--- src/twpm_pkg.sv ---
// shared types, constants and helpers for the three-way position merge
package twpm_pkg;

    localparam int LIST_DEPTH     = 4096;
    localparam int POSITION_BITS  = 31;
    localparam int NUM_LISTS      = 3;
    localparam int INDEX_BITS     = $clog2(LIST_DEPTH);
    localparam int CNT_BITS       = $clog2(LIST_DEPTH + 1);
    localparam int OUT_INDEX_BITS = 12;
    localparam int STORE_DEPTH    = NUM_LISTS * LIST_DEPTH;
    localparam int ADDR_BITS      = $clog2(STORE_DEPTH);
    localparam int SEL_BITS       = 2;

    localparam logic                OP_LOAD   = 1'b0;
    localparam logic                OP_NEXT   = 1'b1;
    localparam logic [SEL_BITS-1:0] LIST_LAST = SEL_BITS'(NUM_LISTS - 1);

    typedef logic [POSITION_BITS-1:0] pos_t;
    typedef logic [CNT_BITS-1:0]      cnt_t;
    typedef logic [INDEX_BITS-1:0]    idx_t;
    typedef logic [ADDR_BITS-1:0]     addr_t;
    typedef logic [SEL_BITS-1:0]      sel_t;
    typedef logic [OUT_INDEX_BITS-1:0] out_idx_t;

    typedef struct packed {
        logic  opcode;
        sel_t  sample;
        pos_t  original_position;
        pos_t  start_position;
    } twpm_item_t;

    typedef struct packed {
        logic     success;
        logic     mother_valid;
        out_idx_t mother_index;
        logic     father_valid;
        out_idx_t father_index;
        logic     child_valid;
        out_idx_t child_index;
    } twpm_result_t;

    typedef struct packed {
        pos_t original_position;
        pos_t start_position;
    } twpm_entry_t;

    typedef struct packed {
        logic        we;
        addr_t       waddr;
        twpm_entry_t wdata;
        logic        re;
        addr_t       raddr;
    } twpm_mem_req_t;

    typedef enum logic [3:0] {
        ST_IDLE,
        ST_FIND_RD,
        ST_FIND_CMP,
        ST_WALK_RD,
        ST_WALK_CMP,
        ST_DECIDE,
        ST_START_RD,
        ST_START_CMP,
        ST_EMIT
    } twpm_state_t;

    // flat store address of entry idx in list sel
    function automatic addr_t entry_addr(input sel_t sel, input idx_t idx);
        addr_t base;
        base = addr_t'(sel) * addr_t'(LIST_DEPTH);
        return base + addr_t'(idx);
    endfunction

endpackage

--- src/twpm_ctrl.sv ---
// list pointers, window control and merge sequencer
module twpm_ctrl (
    input  logic                    clk,
    input  logic                    rst_n,
    input  logic                    start,
    input  twpm_pkg::twpm_item_t    item,
    output logic                    busy,
    output twpm_pkg::twpm_mem_req_t mem_req,
    input  twpm_pkg::twpm_entry_t   rdata,
    output logic                    emit,
    output twpm_pkg::twpm_result_t  emit_result
);
    import twpm_pkg::*;

    twpm_state_t state_reg, state_next;
    sel_t        lst_reg, lst_next;
    cnt_t        cnt_reg [0:NUM_LISTS-1];
    cnt_t        cnt_next [0:NUM_LISTS-1];
    cnt_t        rp_reg [0:NUM_LISTS-1];
    cnt_t        rp_next [0:NUM_LISTS-1];
    cnt_t        wh_reg [0:NUM_LISTS-1];
    cnt_t        wh_next [0:NUM_LISTS-1];
    pos_t        start_reg [0:NUM_LISTS-1];
    pos_t        start_next [0:NUM_LISTS-1];
    logic [NUM_LISTS-1:0] cand_reg, cand_next;
    pos_t        group_pos_reg, group_pos_next;
    pos_t        min_start_reg, min_start_next;
    logic        found_reg, found_next;
    logic        any_reg, any_next;
    logic        success_reg, success_next;

    logic        accept;
    logic        load_ok;
    cnt_t        load_cnt;
    cnt_t        cur_rp, cur_cnt, cur_wh;
    logic        has_more, win_nonempty, last;
    logic        all_empty, multi;
    logic        find_better;
    logic [NUM_LISTS-1:0] give, win_valid;

    assign accept = start && (state_reg == ST_IDLE);

    always_comb
    begin
        load_ok  = 1'b0;
        load_cnt = '0;
        for (int s = 0; s < NUM_LISTS; s++)
        begin
            if (item.sample == sel_t'(s))
            begin
                load_ok  = (cnt_reg[s] < cnt_t'(LIST_DEPTH));
                load_cnt = cnt_reg[s];
            end
        end
    end

    assign cur_rp       = rp_reg[lst_reg];
    assign cur_cnt      = cnt_reg[lst_reg];
    assign cur_wh       = wh_reg[lst_reg];
    assign has_more     = cur_rp < cur_cnt;
    assign win_nonempty = cur_wh < cur_rp;
    assign last         = (lst_reg == LIST_LAST);
    assign find_better  = !found_reg || (rdata.original_position < group_pos_reg);

    always_comb
    begin
        all_empty = 1'b1;
        multi     = 1'b0;
        for (int s = 0; s < NUM_LISTS; s++)
        begin
            win_valid[s] = wh_reg[s] < rp_reg[s];
            give[s]      = cand_reg[s] && (start_reg[s] == min_start_reg);
            if (wh_reg[s] != rp_reg[s])
            begin
                all_empty = 1'b0;
            end
            if (cnt_t'(rp_reg[s] - wh_reg[s]) > cnt_t'(1))
            begin
                multi = 1'b1;
            end
        end
    end

    // next state
    always_comb
    begin
        state_next = state_reg;
        unique case (state_reg)
            ST_IDLE:
            begin
                if (accept && item.opcode == OP_NEXT)
                begin
                    state_next = all_empty ? ST_FIND_RD : ST_DECIDE;
                end
            end
            ST_FIND_RD:
            begin
                if (has_more)
                begin
                    state_next = ST_FIND_CMP;
                end
                else if (last)
                begin
                    state_next = found_reg ? ST_WALK_RD : ST_DECIDE;
                end
            end
            ST_FIND_CMP:
            begin
                state_next = last ? ST_WALK_RD : ST_FIND_RD;
            end
            ST_WALK_RD:
            begin
                if (has_more)
                begin
                    state_next = ST_WALK_CMP;
                end
                else if (last)
                begin
                    state_next = ST_DECIDE;
                end
            end
            ST_WALK_CMP:
            begin
                if (rdata.original_position == group_pos_reg)
                begin
                    state_next = ST_WALK_RD;
                end
                else
                begin
                    state_next = last ? ST_DECIDE : ST_WALK_RD;
                end
            end
            ST_DECIDE:
            begin
                state_next = multi ? ST_START_RD : ST_IDLE;
            end
            ST_START_RD:
            begin
                if (win_nonempty)
                begin
                    state_next = ST_START_CMP;
                end
                else if (last)
                begin
                    state_next = ST_EMIT;
                end
            end
            ST_START_CMP:
            begin
                state_next = last ? ST_EMIT : ST_START_RD;
            end
            ST_EMIT:
            begin
                state_next = ST_IDLE;
            end
            default:
            begin
                state_next = ST_IDLE;
            end
        endcase
    end

    // datapath updates
    always_comb
    begin
        lst_next       = lst_reg;
        cnt_next       = cnt_reg;
        rp_next        = rp_reg;
        wh_next        = wh_reg;
        start_next     = start_reg;
        cand_next      = cand_reg;
        group_pos_next = group_pos_reg;
        min_start_next = min_start_reg;
        found_next     = found_reg;
        any_next       = any_reg;
        success_next   = success_reg;
        case (state_reg)
            ST_IDLE:
            begin
                if (accept && item.opcode == OP_LOAD && load_ok)
                begin
                    for (int s = 0; s < NUM_LISTS; s++)
                    begin
                        if (item.sample == sel_t'(s))
                        begin
                            cnt_next[s] = cnt_reg[s] + cnt_t'(1);
                        end
                    end
                end
                if (accept && item.opcode == OP_NEXT)
                begin
                    lst_next     = '0;
                    found_next   = 1'b0;
                    success_next = 1'b1;
                end
            end
            ST_FIND_RD:
            begin
                if (!has_more)
                begin
                    if (last)
                    begin
                        lst_next     = '0;
                        success_next = found_reg;
                    end
                    else
                    begin
                        lst_next = lst_reg + sel_t'(1);
                    end
                end
            end
            ST_FIND_CMP:
            begin
                if (find_better)
                begin
                    group_pos_next = rdata.original_position;
                    found_next     = 1'b1;
                end
                lst_next = last ? sel_t'(0) : lst_reg + sel_t'(1);
            end
            ST_WALK_RD:
            begin
                if (!has_more && !last)
                begin
                    lst_next = lst_reg + sel_t'(1);
                end
            end
            ST_WALK_CMP:
            begin
                if (rdata.original_position == group_pos_reg)
                begin
                    rp_next[lst_reg] = cur_rp + cnt_t'(1);
                end
                else if (!last)
                begin
                    lst_next = lst_reg + sel_t'(1);
                end
            end
            ST_DECIDE:
            begin
                lst_next = '0;
                any_next = 1'b0;
                if (!multi)
                begin
                    wh_next = rp_reg;
                end
            end
            ST_START_RD:
            begin
                if (!win_nonempty)
                begin
                    cand_next[lst_reg] = 1'b0;
                    if (!last)
                    begin
                        lst_next = lst_reg + sel_t'(1);
                    end
                end
            end
            ST_START_CMP:
            begin
                start_next[lst_reg] = rdata.start_position;
                cand_next[lst_reg]  = 1'b1;
                if (!any_reg || rdata.start_position < min_start_reg)
                begin
                    min_start_next = rdata.start_position;
                    any_next       = 1'b1;
                end
                if (!last)
                begin
                    lst_next = lst_reg + sel_t'(1);
                end
            end
            ST_EMIT:
            begin
                for (int s = 0; s < NUM_LISTS; s++)
                begin
                    if (give[s])
                    begin
                        wh_next[s] = wh_reg[s] + cnt_t'(1);
                    end
                end
            end
            default:
            begin
            end
        endcase
    end

    // outputs
    always_comb
    begin
        logic     vld [0:NUM_LISTS-1];
        out_idx_t idx [0:NUM_LISTS-1];

        busy          = (state_reg != ST_IDLE);
        mem_req.we    = accept && (item.opcode == OP_LOAD) && load_ok;
        mem_req.waddr = entry_addr(item.sample, idx_t'(load_cnt));
        mem_req.wdata.original_position = item.original_position;
        mem_req.wdata.start_position    = item.start_position;
        mem_req.re    = 1'b0;
        mem_req.raddr = entry_addr(lst_reg, idx_t'(cur_rp));
        emit          = 1'b0;
        for (int s = 0; s < NUM_LISTS; s++)
        begin
            vld[s] = 1'b0;
            idx[s] = '0;
        end
        unique case (state_reg) inside
            ST_FIND_RD, ST_WALK_RD:
            begin
                mem_req.re = has_more;
            end
            ST_START_RD:
            begin
                mem_req.re    = win_nonempty;
                mem_req.raddr = entry_addr(lst_reg, idx_t'(cur_wh));
            end
            ST_DECIDE:
            begin
                emit = !multi;
                for (int s = 0; s < NUM_LISTS; s++)
                begin
                    vld[s] = win_valid[s];
                end
            end
            ST_EMIT:
            begin
                emit = 1'b1;
                for (int s = 0; s < NUM_LISTS; s++)
                begin
                    vld[s] = give[s];
                end
            end
            default:
            begin
            end
        endcase
        for (int s = 0; s < NUM_LISTS; s++)
        begin
            idx[s] = vld[s] ? out_idx_t'(wh_reg[s]) : '0;
        end
        emit_result.success      = success_reg;
        emit_result.mother_valid = vld[0];
        emit_result.mother_index = idx[0];
        emit_result.father_valid = vld[1];
        emit_result.father_index = idx[1];
        emit_result.child_valid  = vld[2];
        emit_result.child_index  = idx[2];
    end

    always_ff @(posedge clk or negedge rst_n)
    begin
        if (!rst_n)
        begin
            state_reg     <= ST_IDLE;
            lst_reg       <= '0;
            cand_reg      <= '0;
            group_pos_reg <= '0;
            min_start_reg <= '0;
            found_reg     <= 1'b0;
            any_reg       <= 1'b0;
            success_reg   <= 1'b1;
            for (int s = 0; s < NUM_LISTS; s++)
            begin
                cnt_reg[s] <= '0;
                rp_reg[s]  <= '0;
                wh_reg[s]  <= '0;
            end
        end
        else
        begin
            state_reg     <= state_next;
            lst_reg       <= lst_next;
            cand_reg      <= cand_next;
            group_pos_reg <= group_pos_next;
            min_start_reg <= min_start_next;
            found_reg     <= found_next;
            any_reg       <= any_next;
            success_reg   <= success_next;
            cnt_reg       <= cnt_next;
            rp_reg        <= rp_next;
            wh_reg        <= wh_next;
        end
    end

    // start positions are payload only
    always_ff @(posedge clk)
    begin
        start_reg <= start_next;
    end

endmodule

--- config.mk ---
export PLATFORM = sky130hd
export DESIGN_NAME = twpm_ctrl
export DESIGN_NICKNAME = d
export VERILOG_FILES = /design/src/twpm_pkg.sv /design/src/twpm_ctrl.sv
export SDC_FILE = /design/constraint.sdc
export NUM_CORES = 1
export LEC_CHECK = 0
export ABC_AREA = 0
export BUFFER_PORTS_ARGS = -buffer_cell sky130_fd_sc_hd__buf_4
export CELL_PAD_IN_SITES_DETAIL_PLACEMENT = 1
export CELL_PAD_IN_SITES_GLOBAL_PLACEMENT = 2
export CORE_ASPECT_RATIO = 2
export CORE_MARGIN = 2
export CORE_UTILIZATION = 41
export CTS_BUF_LIST = sky130_fd_sc_hd__clkbuf_4
export DETAILED_ROUTE_END_ITERATION = 8
export HOLD_SLACK_MARGIN = 0.05
export MAX_ROUTING_LAYER = met4
export PLACE_DENSITY_LB_ADDON = 0.12
export RECOVER_POWER = 25
export SYNTH_ARGS = -nofsm -noshare
export SYNTH_HDL_FRONTEND = slang
export SYNTH_SLANG_ARGS = --single-unit
--- constraint.sdc ---
create_clock -name clk -period 14.28 [get_ports clk]
set_input_delay 1.428 -clock clk [delete_from_list [all_inputs] [get_ports clk]]
set_output_delay 1.428 -clock clk [all_outputs]
set_load 0.02 [all_outputs]
Word-level counts from Yosys, hierarchy flattened --
Index checks and enable logic that the tools add are counted.
Storage, ports and cells: bits in read-only memories 0, memories 0, latch bits 0, output and inout port bits 134, RAM bits 0, bits in registers 284, logic and storage cells 206
Cells by class: reduce and logical (&&, ||, !) cells 42, magnitude comparators 17, multipliers 0, equality and inequality tests 33, shifts and indexed selects 0, add/subtract/negate cells 14, div/mod/pow operators 0, bitwise operators 5, mux-type cells 75
Operator list (count):
- $mux W13 | 10
- $eq A31 B31 Y1 | 4
- $bwmux W93 | 1
- $add A13 B1 Y13 const B | 7
- $bmux W13 S2 | 3
- $pmux W39 S2 | 1
- $mux W12 | 6
- $lt A13 B13 Y1 | 5
- $demux W31 S2 | 1
- $lt A31 B31 Y1 | 2
- $add A14 B12 Y14 | 3
- $bwmux W39 | 1
- $gt A13 B1 Y1 const B | 3
- $lt A13 B13 Y1 const B | 3
- $mux W39 | 1
- $ne A13 B13 Y1 | 3
- $sub A13 B13 Y13 | 3
- $mux W4 | 8
- $pmux W4 S8 | 1
- $mux W31 | 1
- $demux W13 S2 | 1
- $ne A2 B2 Y1 const B | 11
- $reduce_and A3 Y1 | 7
- $mux W3 | 6
- other kinds (37) | 94

Logic depth before layout (Yosys ltp) --
Gate-level depths: netlist (run 1).
depth after elaboration 9, gate-level depth with buffers 18, mapped depth without buffers 14

Worst setup path before layout (run 1) --
No wires, ideal clock.
path type register to output, from reg lst_reg[1], to out mem_req[14] (netlist name), arrival time 4.468 ns, cell stages (with the launch flop) 17, path slack 8.384 ns, path through dfrtp_1 -> clkbuf_1 -> buf_2 -> buf_1 -> clkbuf_1 -> clkbuf_1 -> mux2i_1 -> nor2_1 -> a21oi_1 -> ha_1 -> a21oi_1 -> o21ai_0 -> a221o_1 -> a221oi_1 -> o21a_1 -> inv_1 -> o22ai_1
RTL lines:
- start, declared | RTL line twpm_ctrl.sv:16 | sel_t lst_reg, lst_next;
- start signal, assigned | RTL line twpm_ctrl.sv:373 | lst_reg <= lst_next;
- end, declared | RTL line twpm_ctrl.sv:8 | output twpm_pkg::twpm_mem_req_t mem_req,

==> reports/qor.yml, run 1 <==
syn_inst: 2197
slowest_stage: "clkbuf_1"
drc: 0
syn_area_mm2: 0.0203
setup_viol: 0
synthArstFlopShare_pct: 67.3
fin_ws_ps: 7640
crit_type: "in2async"
ioPinCount: 264
grt_pass1_vias: 18900
grt_pass1_wl_um: 116000
syn-num-nets: 2466
wl_met2_um: 42400
power_leakage_nw: 10.0
die_w_um: 161
ant_nets: 0
synth-seq-area-share_pct: 37.3
cp-end-kind: "async pin"
synth.top_cell.area_share_pct: 23.4
whs_ps: 489
layout.cells.non_filler: 2948
relSlewSlack_pct: -174
final-hold-violation-count: 0
final.setup_skew_ps: 56.2
required_ps: 14470
max-cap-violations: 2
cp-start-kind: "input port"
ys_seq_elements: 284
wl_per_cell_um: 26.4
pwr_density_cell_mw_per_mm2: 149
vias_per_cell: 5.92
cts_made_buffers: 73
drt-met1-wl_um: 25500
p_total_w: 0.00332
layout_common_cells: "dfrtp_1 (188), nor2_1 (161), nand2_1 (150)"
port-buffer-count: 139
core_area_mm2: 0.0491
drive_above_1_share_pct: 14.6
ctsResizeCount: 0
rsz0062_at_grt: "no"
die_area_mm2: 0.0515
place_ws_ps: 8530
dr.pass1.iters: 8
clk_latency_ps: 850
start_util_pct: 41.4
yosys.area.top_type: "dfrtp_1"
crit_fanout: 61
gp_congestion: 0.983
path_delay_family: "buffers and inverters"
failed_checks: "max-capacitance violations, max-slew violations"
synth_edf_count: 93
period_needed_ps: 6640
clockBufferDepth: 3
ctsHoldBuffers: 0
status: "finished, violations left"
nNetsFinal: 2510
hold_path.class: "reg2reg"
dp_hpwl_um: 61400
synth.avg_cell_area_um2: 9.25
dpl.cell_count: 2809
ir_drop_uv: 111
synth.area.top_cells: "dfrtp_1 (23%), edfxtp_1 (14%), ha_1 (8.4%)"
tns_ps: 0
max_stage_delay_ps: 2840
max_freq_ghz: 0.151
areaGrowthSynthToFinish_pct: 9.35
core.rowCount: 115
fp.dieH_um: 319
r2r_slack_ps: 9300
track_usage_pct: 31.0
tightest_slew_ps: 4110
vias: 17500
cts_tree: "done"
path_common_cell: "clkbuf_1"
largest_register_ff_count: 93
synth_warnings: 0
overflow: 0
fillCellCount: 5771
grt_max_degree: 92
layout_commonest_cell: "dfrtp_1"
met3_length_um: 2890
routed.top_layer: "met4"
htree_levels: 3
critical_path_arrival_ps: 6820
antenna_found_initial: 3
totalWireLength_um: 77800
synth_cell_type_count: 78
clkSinkCount: 284
clk_pin_slew_ps: 70
finalMaxSlewViolations: 116
synth_ff_type: "dfrtp_1"
cts_setup_buffers: 0
first_iter_violations: 817
cts-root-buf: "clkbuf_4"
critPathBufInv: 2
cp_cell_sequence: "clkbuf_1 -> clkbuf_1"
period_share_pct: 46.5
==> routing by layer <==
layer  vias to the layer above  global-route usage, %
met3                       263                   4.27
met1                      8654                   27.9
met4                         0                   23.4
li1                       8041                      -
met5                         -                      -
met2                       502                   57.7
==> cells by family after synthesis <==
kind of cell | count (synthesis) | share of synthesized area [%]
muxes | 147 | 7.69
buffers and inverters | 340 | 7.60
DFF | 284 | 37.3
AOI/OAI and AO/OA | 450 | 15.1
xor gates and xnor gates | 152 | 6.55
and+or+nand+nor | 685 | 17.2
adders and majority gates | 139 | 8.67
==> synthesized netlist by cell type (69+ instances only) <==
| cell | instances |
|---|---|
| ha_1 | 136 |
| xnor2_1 | 132 |
| nand3_1 | 85 |
| nor2_1 | 163 |
| clkbuf_1 | 114 |
| a21oi_1 | 113 |
| nand2_1 | 150 |
| mux2_2 | 69 |
| edfxtp_1 | 93 |
| dfrtp_1 | 190 |
| nand4_1 | 83 |
| inv_1 | 149 |
| mux2i_1 | 77 |
==> worst paths after layout <==
check,startpoint,to,cells past startpoint
setup / recovery,rst_n,rp_reg[10],2
hold / removal,wh_reg[12],wh_reg[12],1
setup reg to reg,lst_reg[1],state_reg[2],13
hold reg to reg,wh_reg[12],wh_reg[12],1
max in group clk,wh_reg[26],emit,11
min in group asynchronous,rst_n,group_pos_reg[4],1
==> where the power goes <==
| part | internal (W) | switching (W) | total (W) |
|---|---|---|---|
| Combinational | 0.000555 | 0.000859 | 0.00141 |
| Clock | 0.000342 | 0.000388 | 0.000731 |
| Sequential | 0.000985 | 0.000187 | 0.00117 |
==> stage by stage <==
| stage | util, % | area, um^2 |
|---|---|---|
| 2_1_floorplan | - | 20300 |
| 3_3_place_gp | 43.7 | 21400 |
| 3_5_place_dp | 43.7 | 21400 |
| 4_1_cts | 45.5 | 22300 |
| 5_1_grt | 45.3 | 22200 |
| 6_report | 45.3 | 22200 |
==> area by class of cell <==
cell class	instances	area [um^2]	area share, %
diodes	6	15.0	0.0676
clock buffers	98	736	3.31
clock inverters	35	184	0.828
inverters	149	559	2.52
multi-input cells	1573	11300	50.7
flip-flops and latches	284	7580	34.1
well taps	643	805	3.62
repair buffers	160	1080	4.85
(Power assumes the default switching activity.)
==> run 2, diff against run 1 <==
- ABC_AREA: 0 -> 1
- CORE_UTILIZATION: 41 -> 32
- clock period: 14.28 -> 6.05 ns (I/O delays scaled with it)
==> reports/qor.yml, run 2 <==
cp_cell_sequence: "inv_2 -> or2_0 -> a32oi_1 -> inv_2 -> ha_1 -> nand2_1 -> inv_1 -> o21ai_0 -> nand2_1 -> a21oi_1 -> nand2_1 -> o21ai_0 -> buf_4"  # was clkbuf_1 -> clkbuf_1
ys_seq_elements: 284  # unchanged
max-cap-violations: 1  # was 2
cp-end-kind: "output pin"  # was async pin
port-buffer-count: 139  # unchanged
synth_cell_type_count: 54  # was 78
final-hold-violation-count: 0  # unchanged
min_to: "cnt_reg[13]"  # was wh_reg[12]
synth.area.top_cells: "dfrtp_1 (24%), edfxtp_1 (14%), nand2_1 (13%)"  # was dfrtp_1 (23%), edfxtp_1 (14%), ha_1 (8.4%)
gp_congestion: 0.940  # was 0.983
antenna_found_initial: 2  # was 3
synth-seq-area-share_pct: 38.6  # was 37.3%
dr.pass1.iters: 5  # was 8
max_freq_ghz: 0.192
drive_above_1_share_pct: 11.4  # was 14.6%
slowest_stage: "dfrtp_1"  # was clkbuf_1
htree_levels: 3  # unchanged
ctsHoldBuffers: 63  # was 0
p_total_w: 0.00914  # was 0.00332 W
overflow: 0  # unchanged
synth_warnings: 0  # unchanged
largest_register_ff_count: 93  # unchanged
layout.cells.non_filler: 3593  # was 2948
max_stage_delay_ps: 690  # was 2840 ps
hp-start: "item[63]"  # was wh_reg[12]
ioPinCount: 264  # unchanged
die_w_um: 179  # was 161 um
grt_pass1_wl_um: 121000  # was 116000 um
clockBufferDepth: 3  # unchanged
clkSinkCount: 284  # unchanged
layout_common_cells: "nand2_1 (681), inv_1 (309), dfrtp_1 (190)"  # was dfrtp_1 (188), nor2_1 (161), nand2_1 (150)
grt_max_degree: 149  # was 92
synth.top_cell.area_share_pct: 24.3  # was 23.4%
synth_ff_type: "dfrtp_1"  # unchanged
syn_area_mm2: 0.0196  # was 0.0203 mm^2
status: "finished, violations left"  # unchanged
reg2reg_depth: 17  # was 13
clk_latency_ps: 840  # was 850 ps
areaGrowthSynthToFinish_pct: 15.1  # was 9.35%
min_path_cells: 4  # was 1
hold_path.class: "in2reg"  # was reg2reg
first_iter_violations: 775  # was 817
wl_per_cell_um: 22.3  # was 26.4 um
syn_inst: 2580  # was 2197
setup_viol: 0  # unchanged
critPathLaunch: "lst_reg[0]"  # was rst_n
die_area_mm2: 0.0634  # was 0.0515 mm^2
grt_pass1_vias: 20100  # was 18.9k
nNetsFinal: 3020  # was 2510
pwr_density_cell_mw_per_mm2: 405  # was 149 mW/mm^2
synth.avg_cell_area_um2: 7.60  # was 9.25 um^2
relSlewSlack_pct: -112  # was -174%
ant_nets: 0  # unchanged
ctsResizeCount: 0  # unchanged
final.setup_skew_ps: 63.0  # was 56.2 ps
yosys.area.top_type: "dfrtp_1"  # unchanged
core.rowCount: 128  # was 115
track_usage_pct: 26.5  # was 31.0%
vias: 18500  # was 17.5k
required_ps: 5440  # was 14470 ps
cts_tree: "done"  # unchanged
r2r_slack_ps: 1700  # was 9300 ps
power_leakage_nw: 10.9  # was 10.0 nW
crit_fanout: 53  # was 61
path_common_cell: "nand2_1"  # was clkbuf_1
synth_common_cells: "nand2_1 (682), inv_1 (309), dfrtp_1 (190), nor2_1 (184), nand3_1 (172)"  # was dfrtp_1 (190), nor2_1 (163), nand2_1 (150), inv_1 (149), ha_1 (136)
synthArstFlopShare_pct: 67.3  # unchanged
fillCellCount: 7566  # was 5771
dpl.cell_count: 3389  # was 2809
rsz0062_at_grt: "no"  # unchanged
reg2reg_to: "wh_reg[29]"  # was state_reg[2]
syn-num-nets: 2849  # was 2466
period_needed_ps: 5200
ir_drop_uv: 183  # was 111 uV
synth_edf_count: 93  # unchanged
layout_commonest_cell: "nand2_1"  # was dfrtp_1
reg2reg_from: "rp_reg[13]"  # was lst_reg[1]
period_share_pct: 86.0
vias_per_cell: 5.15  # was 5.92
fp.dieH_um: 354  # was 319 um
failed_checks: "max-capacitance violations, max-slew violations"  # unchanged
clk_pin_slew_ps: 90  # was 70 ps
core_area_mm2: 0.0607  # was 0.0491 mm^2
cts_setup_buffers: 0  # unchanged
cp-start-kind: "flip-flop"  # was input port
tightest_slew_ps: 3180  # was 4110 ps
critical_path_arrival_ps: 4600  # was 6820 ps
finalMaxSlewViolations: 44  # was 116
totalWireLength_um: 80000  # was 77800 um
crit_type: "reg2out"  # was in2async
drc: 0  # unchanged
tns_ps: 0  # unchanged
synth.most_common_cell: "nand2_1"  # was dfrtp_1
cts_made_buffers: 77  # was 73
cts-root-buf: "clkbuf_4"  # unchanged
start_util_pct: 32.3  # was 41.4%
dp_hpwl_um: 63500  # was 61400 um
[run 2: cell types whose count changed in the layout (fill, tap and decap cells not counted), moves of 30 or more]
cell	previous run	this run
dlygate4sd3_1	0	63
xor2_1	20	98
a311o_1	31	0
inv_1	149	309
nand3_1	85	172
a21o_1	48	0
inv_2	1	32
nand4_1	83	53
nand3b_1	38	8
xnor2_1	132	4
mux2i_1	77	0
mux2_2	69	0
o21ai_0	62	158
nand2_1	150	681
[run 2: cells by family after synthesis]
logic type               count (synthesis)  synth area share, %
AND/OR/NAND/NOR                       1196                 26.3
buffers and inverters                  465                 10.3
AO/OA/AOI/OAI                          394                 11.2
flip-flops                             284                 38.6
adder cells (fa/ha/maj)                139                 8.99
XOR/XNOR                               102                 4.56
[run 2: stage by stage]
stage	hold slack (ps)	setup slack [ps]	area [um^2]	util (%)
after detailed placement	458	1620	21100	34.7
after global routing	284	408	22600	37.2
after floorplan	309	2300	19600	-
after global placement	453	1680	21100	34.7
after CTS	224	759	22700	37.4
final	305	846	22600	37.2
[run 2: cell type report]
type / instances / area [um^2] / area share, %
well taps: 780 / 976 / 4.33
diodes: 4 / 10.0 / 0.0444
flip-flops and latches: 284 / 7570 / 33.6
clock buffers: 111 / 833 / 3.69
clock inverters: 26 / 159 / 0.704
multi-input cells: 1831 / 10100 / 44.5
inverters: 339 / 1270 / 5.64
repair buffers: 218 / 1690 / 7.48
[run 2: critical path, delay by kind of cell (launching register included)]
family	cells	cell delay, ps
adder cells (fa/ha/maj)	1	330
AND/OR/NAND/NOR	4	680
AO/OA/AOI/OAI	4	1200
flip-flops	1	690
buffers and inverters	4	860
[run 2: worst max-delay path by stage]
stage                              end  slack (ps)
after floorplan           start_reg[0]        2300
after global placement      wh_reg[29]        1680
after detailed placement    wh_reg[31]        1620
after CTS                  mem_req[14]         760
after global routing       mem_req[14]         410
final                      mem_req[14]         850
[run 2: report_power, final]
part	internal [W]	switching [W]	leakage (nW)
clock network	0.000928	0.000921	0.583
logic	0.00145	0.00321	7.25
registers	0.00235	0.000288	3.11
total	0.00472	0.00442	10.9
[run 2: layer usage]
| layer | part of all wire [%] | global-route usage (%) | up-vias |
|---|---|---|---|
| li1 | - | - | 8836 |
| met1 | 33 | 24.3 | 8958 |
| met2 | 56 | 50.7 | 456 |
| met3 | 3.4 | 3.37 | 243 |
| met4 | 6.8 | 15.9 | 0 |
| met5 | 0 | - | - |
==> run 3, diff against run 2 <==
- GPL_ROUTABILITY_DRIVEN: not set -> 0
- PLACE_DENSITY_LB_ADDON: 0.12 -> 0.1
==> reports/qor.yml, run 3 (synthesis results as in run 2) <==
cp_cell_sequence: "inv_2 -> or2_0 -> a32oi_1 -> inv_2 -> ha_1 -> nand2_1 -> inv_1 -> o21ai_0 -> nand2_1 -> a21oi_1 -> nand2_1 -> o21ai_0 -> buf_4"  # unchanged
final.setup_skew_ps: 60.8  # was 63.0 ps
pwr-share-clk_pct: 19.7  # was 20.2%
path_common_cell: "nand2_1"  # unchanged
dr.pass1.iters: 5  # unchanged
vias: 18400  # was 18.5k
critical_path_arrival_ps: 4510  # was 4600 ps
cts-root-buf: "clkbuf_4"  # unchanged
swShare_pct: 48.5  # was 48.3%
htree_levels: 3  # unchanged
vias_per_cell: 5.13  # was 5.15
p_total_w: 0.00912  # was 0.00914 W
fin_util_pct: 37.1  # was 37.2%
cts_tree: "done"  # unchanged
clk_latency_ps: 810  # was 840 ps
die_area_mm2: 0.0634  # unchanged
clkSinkCount: 284  # unchanged
relSlewSlack_pct: -221  # was -112%
dp_hpwl_um: 64000  # was 63500 um
max_freq_ghz: 0.195  # was 0.192 GHz
p_int_w: 0.00470  # was 0.00472 W
cp-start-kind: "flip-flop"  # unchanged
cp-end-kind: "output pin"  # unchanged
rsz0062_at_grt: "no"  # unchanged
tns_ps: 0  # unchanged
clockBufferDepth: 3  # unchanged
crit_type: "reg2out"  # unchanged
setup_viol: 0  # unchanged
fp.dieH_um: 354  # unchanged
endpoint: "mem_req[14]"  # unchanged
grt_pass1_wl_um: 122000  # was 121000 um
failed_checks: "max-capacitance violations, max-slew violations"  # unchanged
max-cap-violations: 1  # unchanged
ir_drop_uv: 193  # was 183 uV
pwr_density_cell_mw_per_mm2: 405  # about the same
reg2reg_to: "wh_reg[35]"  # was wh_reg[29]
nNetsFinal: 3013  # was 3020
power_frac_seq_pct: 28.9  # was 28.8%
grt_pass1_vias: 20500  # was 20.1k
critPathBufInv: 4  # unchanged
port-buffer-count: 139  # unchanged
hp-start: "rdata[59]"  # was item[63]
r2r_slack_ps: 1960  # was 1700 ps
cts_made_buffers: 73  # was 77
drive_above_1_share_pct: 11.1  # was 11.4%
layout_commonest_cell: "nand2_1"  # unchanged
period_share_pct: 84.6  # was 86.0%
layout_common_cells: "nand2_1 (680), inv_1 (309), dfrtp_1 (190)"  # was nand2_1 (681), inv_1 (309), dfrtp_1 (190)
fin_area_mm2: 0.0225  # was 0.0226 mm^2
ant_nets: 0  # unchanged
crit_fanout: 53  # unchanged
period_needed_ps: 5120  # was 5200 ps
layout.cells.non_filler: 3582  # was 3593
reg2reg_depth: 10  # was 17
drc: 0  # unchanged
totalWireLength_um: 80100  # was 80000 um
comb_power_share_pct: 51.4  # was 51.0%
first_iter_violations: 637  # was 775
final-hold-violation-count: 0  # unchanged
status: "finished, violations left"  # unchanged
reg2reg_from: "min_start_reg[20]"  # was rp_reg[13]
cts_setup_buffers: 0  # unchanged
clk_pin_slew_ps: 60  # was 90 ps
core_area_mm2: 0.0607  # unchanged
wl_per_cell_um: 22.4  # was 22.3 um
ioPinCount: 264  # unchanged
grt_max_degree: 100  # was 149
max_stage_delay_ps: 690  # about the same
dpl.cell_count: 3389  # unchanged
required_ps: 5440  # about the same
ctsResizeCount: 0  # unchanged
die_w_um: 179  # unchanged
power_leakage_nw: 10.9  # about the same
track_usage_pct: 26.6  # was 26.5%
fillCellCount: 7504  # was 7566
tightest_slew_ps: 4810  # was 3180 ps
areaGrowthSynthToFinish_pct: 14.8  # was 15.1%
path_delay_family: "compound AO/OA/AOI/OAI gates"  # unchanged
switching_power_w: 0.00443  # was 0.00442 W
critPathLaunch: "lst_reg[0]"  # unchanged
worstSetupPathDepth: 13  # unchanged
antenna_found_initial: 2  # unchanged
overflow: 0  # unchanged
start_util_pct: 32.3  # unchanged
slowest_stage: "dfrtp_1"  # unchanged
finalMaxSlewViolations: 93  # was 44
largest_register_ff_count: 93  # unchanged
place_area_mm2: 0.0211  # about the same
hold_path.class: "in2reg"  # unchanged
core.rowCount: 128  # unchanged
-- run 3: cell types whose count changed in the layout (fill, tap and decap cells not counted), sizes merged, moves of 2 or more --
cell	change
dlygate4sd3	-3
clkbuf	-11
inv	-2
clkinv	+6
diode	-2
-- run 3: layout make-up --
cell class                      instances  area [um^2]  share of cell area, %
Clock inverter                         30          199                  0.884
Multi-Input combinational cell       1831        10100                   44.7
Timing Repair Buffer                  215         1670                   7.40
Clock buffer                          101          758                   3.37
Antenna cell                            2         5.00                 0.0222
Sequential cell                       284         7570                   33.7
Inverter                              339         1270                   5.65
Tap cell                              780          976                   4.34
-- run 3: what timing repair did --
item                                   in CTS  in global routing
endpoints found under the hold margin     220                  0
hold buffers                               60                  0
setup endpoints to repair                   0                  0
-- run 3: through the flow --
step	hold WS [ps]	worst slack [ps]
after floorplan	309	2300
after global placement	454	1890
after detailed placement	460	1850
after CTS	56.4	933
after global routing	95.0	333
final	138	931
-- run 3: worst min-delay path, cell delays in order --
cell     delay [ps]
buf_4            90
nor2_1           40
a21oi_1         120
-- run 3: how the worst min path moves through the flow --
| stage | endpoint | slack (ps) | cells after the start |
|---|---|---|---|
| CTS | group_pos_reg[28] | 60 | 3 |
| floorplan | async pin | 310 | 0 |
| global placement | min_start_reg[13] | 450 | 2 |
| detailed placement | min_start_reg[19] | 460 | 2 |
| finish | group_pos_reg[28] | 140 | 3 |
| global route | group_pos_reg[28] | 90 | 3 |
-- run 3: power groups by stage --
stage / Combinational [W] / Clock, W / Sequential (W)
finish: 0.00469 / 0.00180 / 0.00264
CTS: 0.00476 / 0.00188 / 0.00264
global placement: 0.00459 / 0 / 0.00265
detailed placement: 0.00470 / 0 / 0.00267
floorplan: 0.00307 / 0 / 0.00257
global route: 0.00526 / 0.00195 / 0.00268
-- run 3: layer usage --
layer  vias to the layer above  global-route usage [%]  routed length [um]
met5                         -                       -                   0
met4                         0                    19.2                6660
met3                       251                    3.57                2500
met2                       432                    50.2               44500
met1                      8877                    23.5               26400
li1                       8827                       -                   -
